### config.mk
export PLATFORM = sky130hd
export DESIGN_NAME = hbd_out_stage
export DESIGN_NICKNAME = d
export VERILOG_FILES = /design/src/rtl/hbd_pkg.sv /design/src/rtl/hbd_out_stage.sv
export SDC_FILE = /design/constraint.sdc
export NUM_CORES = 1
export LEC_CHECK = 0
export BUFFER_PORTS_ARGS = -buffer_cell sky130_fd_sc_hd__buf_2
export CORE_MARGIN = 2
export CORE_UTILIZATION = 40
export CTS_BUF_LIST = sky130_fd_sc_hd__clkbuf_8
export DETAILED_ROUTE_END_ITERATION = 10
export MAX_ROUTING_LAYER = met4
export PLACE_DENSITY = 0.67
export REMOVE_ABC_BUFFERS = 1
export SLEW_MARGIN = 10
export SYNTH_ARGS = -nofsm -noshare
export SYNTH_HDL_FRONTEND = slang
export SYNTH_SLANG_ARGS = --single-unit
### constraint.sdc
create_clock -name clock -period 1.3 [get_ports clock]
set_input_delay 0.195 -clock clock [delete_from_list [all_inputs] [get_ports clock]]
set_output_delay 0.195 -clock clock [all_outputs]
set_load 0.01 [all_outputs]
### src/rtl/hbd_pkg.sv
// Shared types and constants for the Huffman tree bit decoder.
`default_nettype none

package hbd_pkg;

   localparam int IDX_BITS            = 9;
   localparam int CODE_BITS           = 8;
   localparam int SYMBOL_OUT_BITS     = 8;
   localparam int MSB_POS             = 7;
   localparam int BIT_CNT_BITS        = $clog2(MSB_POS + 1);
   localparam int NODE_COUNT_DEFAULT  = 512;
   localparam int SYMBOL_BITS_DEFAULT = 8;

   typedef enum logic {
      OP_LOAD   = 1'b0,
      OP_DECODE = 1'b1
   } hbd_op_type;

   typedef enum logic [2:0] {
      ST_IDLE,
      ST_FETCH,
      ST_LATCH,
      ST_WALK,
      ST_FINISH
   } hbd_state_type;

   // walker to output stage
   typedef struct packed {
      logic                       hit;
      logic [SYMBOL_OUT_BITS-1:0] symbol;
      logic                       flush;
   } hbd_emit_type;

endpackage

`default_nettype wire

### src/rtl/hbd_out_stage.sv
// Output stage: holds one symbol back so the last symbol of a byte can be flagged.
`default_nettype none

module hbd_out_stage (
   input  wire logic                                   clock,
   input  wire logic                                   reset,
   input  wire hbd_pkg::hbd_emit_type                  emit,
   output logic                                        rsp_strobe,
   output logic      [hbd_pkg::SYMBOL_OUT_BITS-1:0]    rsp_symbol,
   output logic                                        rsp_last
);

   logic                                 pend_valid_ff, pend_valid_in;
   logic [hbd_pkg::SYMBOL_OUT_BITS-1:0]  pend_sym_ff, pend_sym_in;
   logic                                 strobe_ff, strobe_in;
   logic [hbd_pkg::SYMBOL_OUT_BITS-1:0]  sym_ff;
   logic                                 last_ff;

   // a new hit releases the held symbol; flush releases it as the last one
   always_comb begin
      strobe_in     = pend_valid_ff && (emit.hit || emit.flush);
      pend_valid_in = pend_valid_ff;
      pend_sym_in   = pend_sym_ff;
      if (emit.hit) begin
         pend_valid_in = 1'b1;
         pend_sym_in   = emit.symbol;
      end else if (emit.flush) begin
         pend_valid_in = 1'b0;
      end
   end

   always_ff @(posedge clock) begin
      if (reset) begin
         pend_valid_ff <= 1'b0;
         strobe_ff     <= 1'b0;
      end else begin
         pend_valid_ff <= pend_valid_in;
         strobe_ff     <= strobe_in;
      end
   end

   always_ff @(posedge clock) begin
      pend_sym_ff <= pend_sym_in;
      if (strobe_in) begin
         sym_ff  <= pend_sym_ff;
         last_ff <= emit.flush;
      end
   end

   assign rsp_strobe = strobe_ff;
   assign rsp_symbol = sym_ff;
   assign rsp_last   = strobe_ff && last_ff;

endmodule

`default_nettype wire

==> Yosys cells after proc, flatten, opt, wreduce, memory -nomap -nowiden <==
Index checks and enable logic that the tools add are counted.
{ "totals": {"register_bits": 19, "in_bits": 12, "elab_cells": 11} }
{ "classes": {"muxes": 2, "reduce_logical": 4} }
{ "ops": {"columns": ["cell", "count"], "rows": [
  ["$logic_and A1 B1 Y1", 2],
  ["$mux W1", 2],
  ["$reduce_bool A2 Y1", 1],
  ["$logic_or A1 B1 Y1", 1]
]} }

==> Logic depth before layout (Yosys ltp) <==
{ "depth": {"ltp_word": 2, "depth_mapped": 2, "depth_no_buf": 2} }

==> Worst setup path before layout <==
OpenSTA, ideal clock, no wires.
{ "synth_timing": {"kind": "register -> register", "start": "register pend_valid_ff", "end": "register last_ff (enable)", "setup_time_ps": 340, "t_arrival_ps": 608, "required_time_ps": 960, "setup_slack_ps": 352, "stages_incl_launch_ff": 2, "path_buffers": 0, "period_less_slack_ps": 948, "path_cell_list": "dfxtp_1 > o21a_1"} }
{ "synth_via": {"elab_chain_cells": 1} }
{ "synth_lines": {"columns": ["element", "line_no", "text"], "rows": [
  ["start: declaration", "hbd_out_stage.sv:13", "logic pend_valid_ff, pend_valid_in;"],
  ["start signal: assignment", "hbd_out_stage.sv:37", "pend_valid_ff <= pend_valid_in;"],
  ["$logic_and A1 B1 Y1", "hbd_out_stage.sv:21", "strobe_in = pend_valid_ff && (emit.hit || emit.flush);"],
  ["named net strobe_in", "hbd_out_stage.sv:15", "logic strobe_ff, strobe_in;"],
  ["end signal: assignment", "hbd_out_stage.sv:46", "last_ff <= emit.flush;"],
  ["end: declaration", "hbd_out_stage.sv:17", "logic last_ff;"]
]} }
The timed path passes the listed nets, and every way through them passes these cells.
A chain may end at the register's enable or synchronous reset.

==> Worst setup path after layout <==
{ "layout_timing": {"start": "register last_ff", "end": "output rsp_last"} }
{ "layout_via": {"elab_chain_cells": 1} }
{ "layout_lines": {"columns": ["element", "line_no", "text"], "rows": [
  ["$logic_and A1 B1 Y1", "hbd_out_stage.sv:52", "assign rsp_last = strobe_ff && last_ff;"],
  ["end: declaration", "hbd_out_stage.sv:10", "output logic rsp_last"]
]} }
No other way between the ends.

==> impl_metrics.toml <==
[clock_network]
cts_tree = "built"
numCtsBuffers = 3
cts-resized-gates = 0
clock-sinks = 19
clkLatencyLatePin_ns = 0.25
worst_setup_hold_path_clk_slew_ns = 0.06
cts_setup_buffers = 0
clockBufferDepth = 2
h-tree-depth = 1
holdBufCountCts = 0
root_buffer = "clkbuf_8"

[pwr]
pwr-share-clk_pct = 32.7
power.internal_uw = 947.6
p_per_area_nw_per_um2 = 1510
ir_drop_uv = 728.7
pwr-share-seq_pct = 62.1
p_leak_uw = 0.0003141
finalPower_uw = 1162
switching_share_pct = 18.46
p_switching_uw = 214.6
pwr-share-comb_pct = 5.2

[synthesis]
synth_area_leaders = "edfxtp_1 86%, dfxtp_1 6.8%, nor2b_4 2.3%"
syn_area_um2 = 593.1
yosysWarnings = 0
ys_types = 8
syn-instance-count = 25
syn_area_per_cell_um2 = 23.72
synth_top_area_cell = "edfxtp_1"
seq_area_frac_synth_pct = 92.83
synth.top_cell.area_share_pct = 86.08
ys_ff_latch = 19

[detailed_routing]
drtPass1Iterations = 4
via_count = 315
drt_iter0_drc = 4
drc_errors = 0
post_drt_wl_per_cell_um = 14.65
drt_wl_total_um = 967
via_per_inst = 4.773
antenna_left = 0

[die]
start_util_pct = 43.93
row_count = 13
core_um2 = 1350
io-pin-count = 22
die_w_um = 42.51
die_h_um = 42.51
die_area_um2 = 1807

[global_route]
grt_pass1_wl_mm = 1.442
grt_max_degree = 11
antenna_found_initial = 0
grt-ovfl-total = 0
track_usage_pct = 12.45
grt_pass1_vias = 319

[final_layout]
finalInstanceArea_um2 = 769.5
fin_util_pct = 57.00
drive_gt1_share_pct = 50.98
n_antenna_cell = 0
nFillCells = 119
syn_to_final_growth_pct = 29.75
final_net_count = 64

[worst_setup_path]
cp.arrival_ns = 0.91
end_kind = "output pin"
r2r_cells = 1
critPathRequiredTime_ns = 1.11
crit_type = "reg -> out"
crit_fanout = 1
r2r_slack_ns = 0.24
timing.rr.start = "pend_valid_ff"
r2r-end = "rsp_symbol[5]"
critPathLaunchType = "register"

[timing]
setup_ws_ns = 0.1953
worstMarginPinSlew_ns = 0.4193
drv_slew = 0
fin_skew_ns = 0.003034
period_minus_slack_ns = 1.105
finalCritPeriodShare_pct = 84.98
rsz0062_at_grt = "no"
relSlewSlack_pct = 72.04
hold_viol = 0
setup_viol = 0
fmax_mhz = 905.2
tns_ns = 0

[worst_hold_path]
hp-start = "emit[1]"
hold_path_depth = 1
hold_path_end = "pend_sym_ff[0]"
hp-class = "in -> reg"

[place]
port_buffers = 21
place_congestion = 0.6662
post-place-ws_ns = 0.2477
dpl_cell_area_um2 = 724.4

[flow_run]
drv_cap = 0

[status]
outcome = "finished clean"
-- kinds of logic (layout without fill, tap and decap cells) --
| logic type | count (synthesis) | count (layout) | share of synthesized area [%] |
|---|---|---|---|
| flip-flops | 19 | 19 | 92.83 |
| AO/OA/AOI/OAI | 2 | 2 | 2.109 |
| buffers and inverters | 1 | 27 | 0.6323 |
| AND/OR/NAND/NOR | 3 | 3 | 4.431 |
-- placed cells by master (no fill, tap or decap) --
cell,count
dfxtp_1,2
buf_2,21
and2_1,1
clkbuf_8,3
nand2b_1,1
edfxtp_1,17
a21oi_1,1
nor2b_4,1
buf_4,1
o21a_1,1
inv_1,2
-- synthesized netlist by cell type --
cell type	n
nand2b_1	1
a21oi_1	1
and2_1	1
dfxtp_1	2
inv_1	1
nor2b_4	1
o21a_1	1
edfxtp_1	17
-- power groups by stage --
stage	Clock [uW]	Combinational (uW)	Sequential, uW
global placement	0	58.3	731
CTS	392	61.3	722
floorplan	0	12.2	738
detailed placement	0	61.3	736
global route	420	65.0	724
finish	380	60.7	722
-- worst max-delay path, stage by stage (launching register included) --
cell	delay [ns]
edfxtp_1	0.37
and2_1	0.15
buf_2	0.14
-- through the flow --
stage                     hold WS, ns  std cells
final                          0.1185         66
after global routing           0.1061         66
after CTS                      0.1109         66
after detailed placement       0.3731         62
after global placement         0.3731         62
after floorplan                0.2593         25
-- registers in the layout, summed over array words and instances (netlist names) --
| signal | cells |
|---|---|
| last_ff | 1 |
| rsp_symbol | 8 |
| pend_sym_ff | 8 |
| pend_valid_ff | 1 |
| rsp_strobe | 1 |
-- worst max-delay path by stage --
stage / startpoint / endpoint / slack (ns)
finish: last_ff / rsp_last / 0.20
global route: last_ff / rsp_last / 0.18
CTS: last_ff / rsp_last / 0.18
detailed placement: pend_valid_ff / rsp_symbol[3] / 0.25
global placement: pend_valid_ff / rsp_symbol[0] / 0.29
floorplan: pend_valid_ff / last_ff / 0.35
-- layer usage --
metal	vias to the layer above	wire length (um)	track usage, %
met5	-	0	-
met4	0	21	11.25
met3	4	57	3.879
met2	15	537	20.92
met1	151	351	10.83
li1	145	-	-
-- final cells by class --
cell class                 instances  area, um2  share of cell area [%]
clock buffer                       3      41.29                   5.366
clock inverter                     1      3.754                  0.4878
inverter                           1      3.754                  0.4878
multi-input combinational          5      38.79                   5.041
sequential                        19      550.5                   71.54
tap                               15      18.77                   2.439
timing repair buffer              22      112.6                   14.63
No activity file was read; power rests on OpenSTA's default activity.
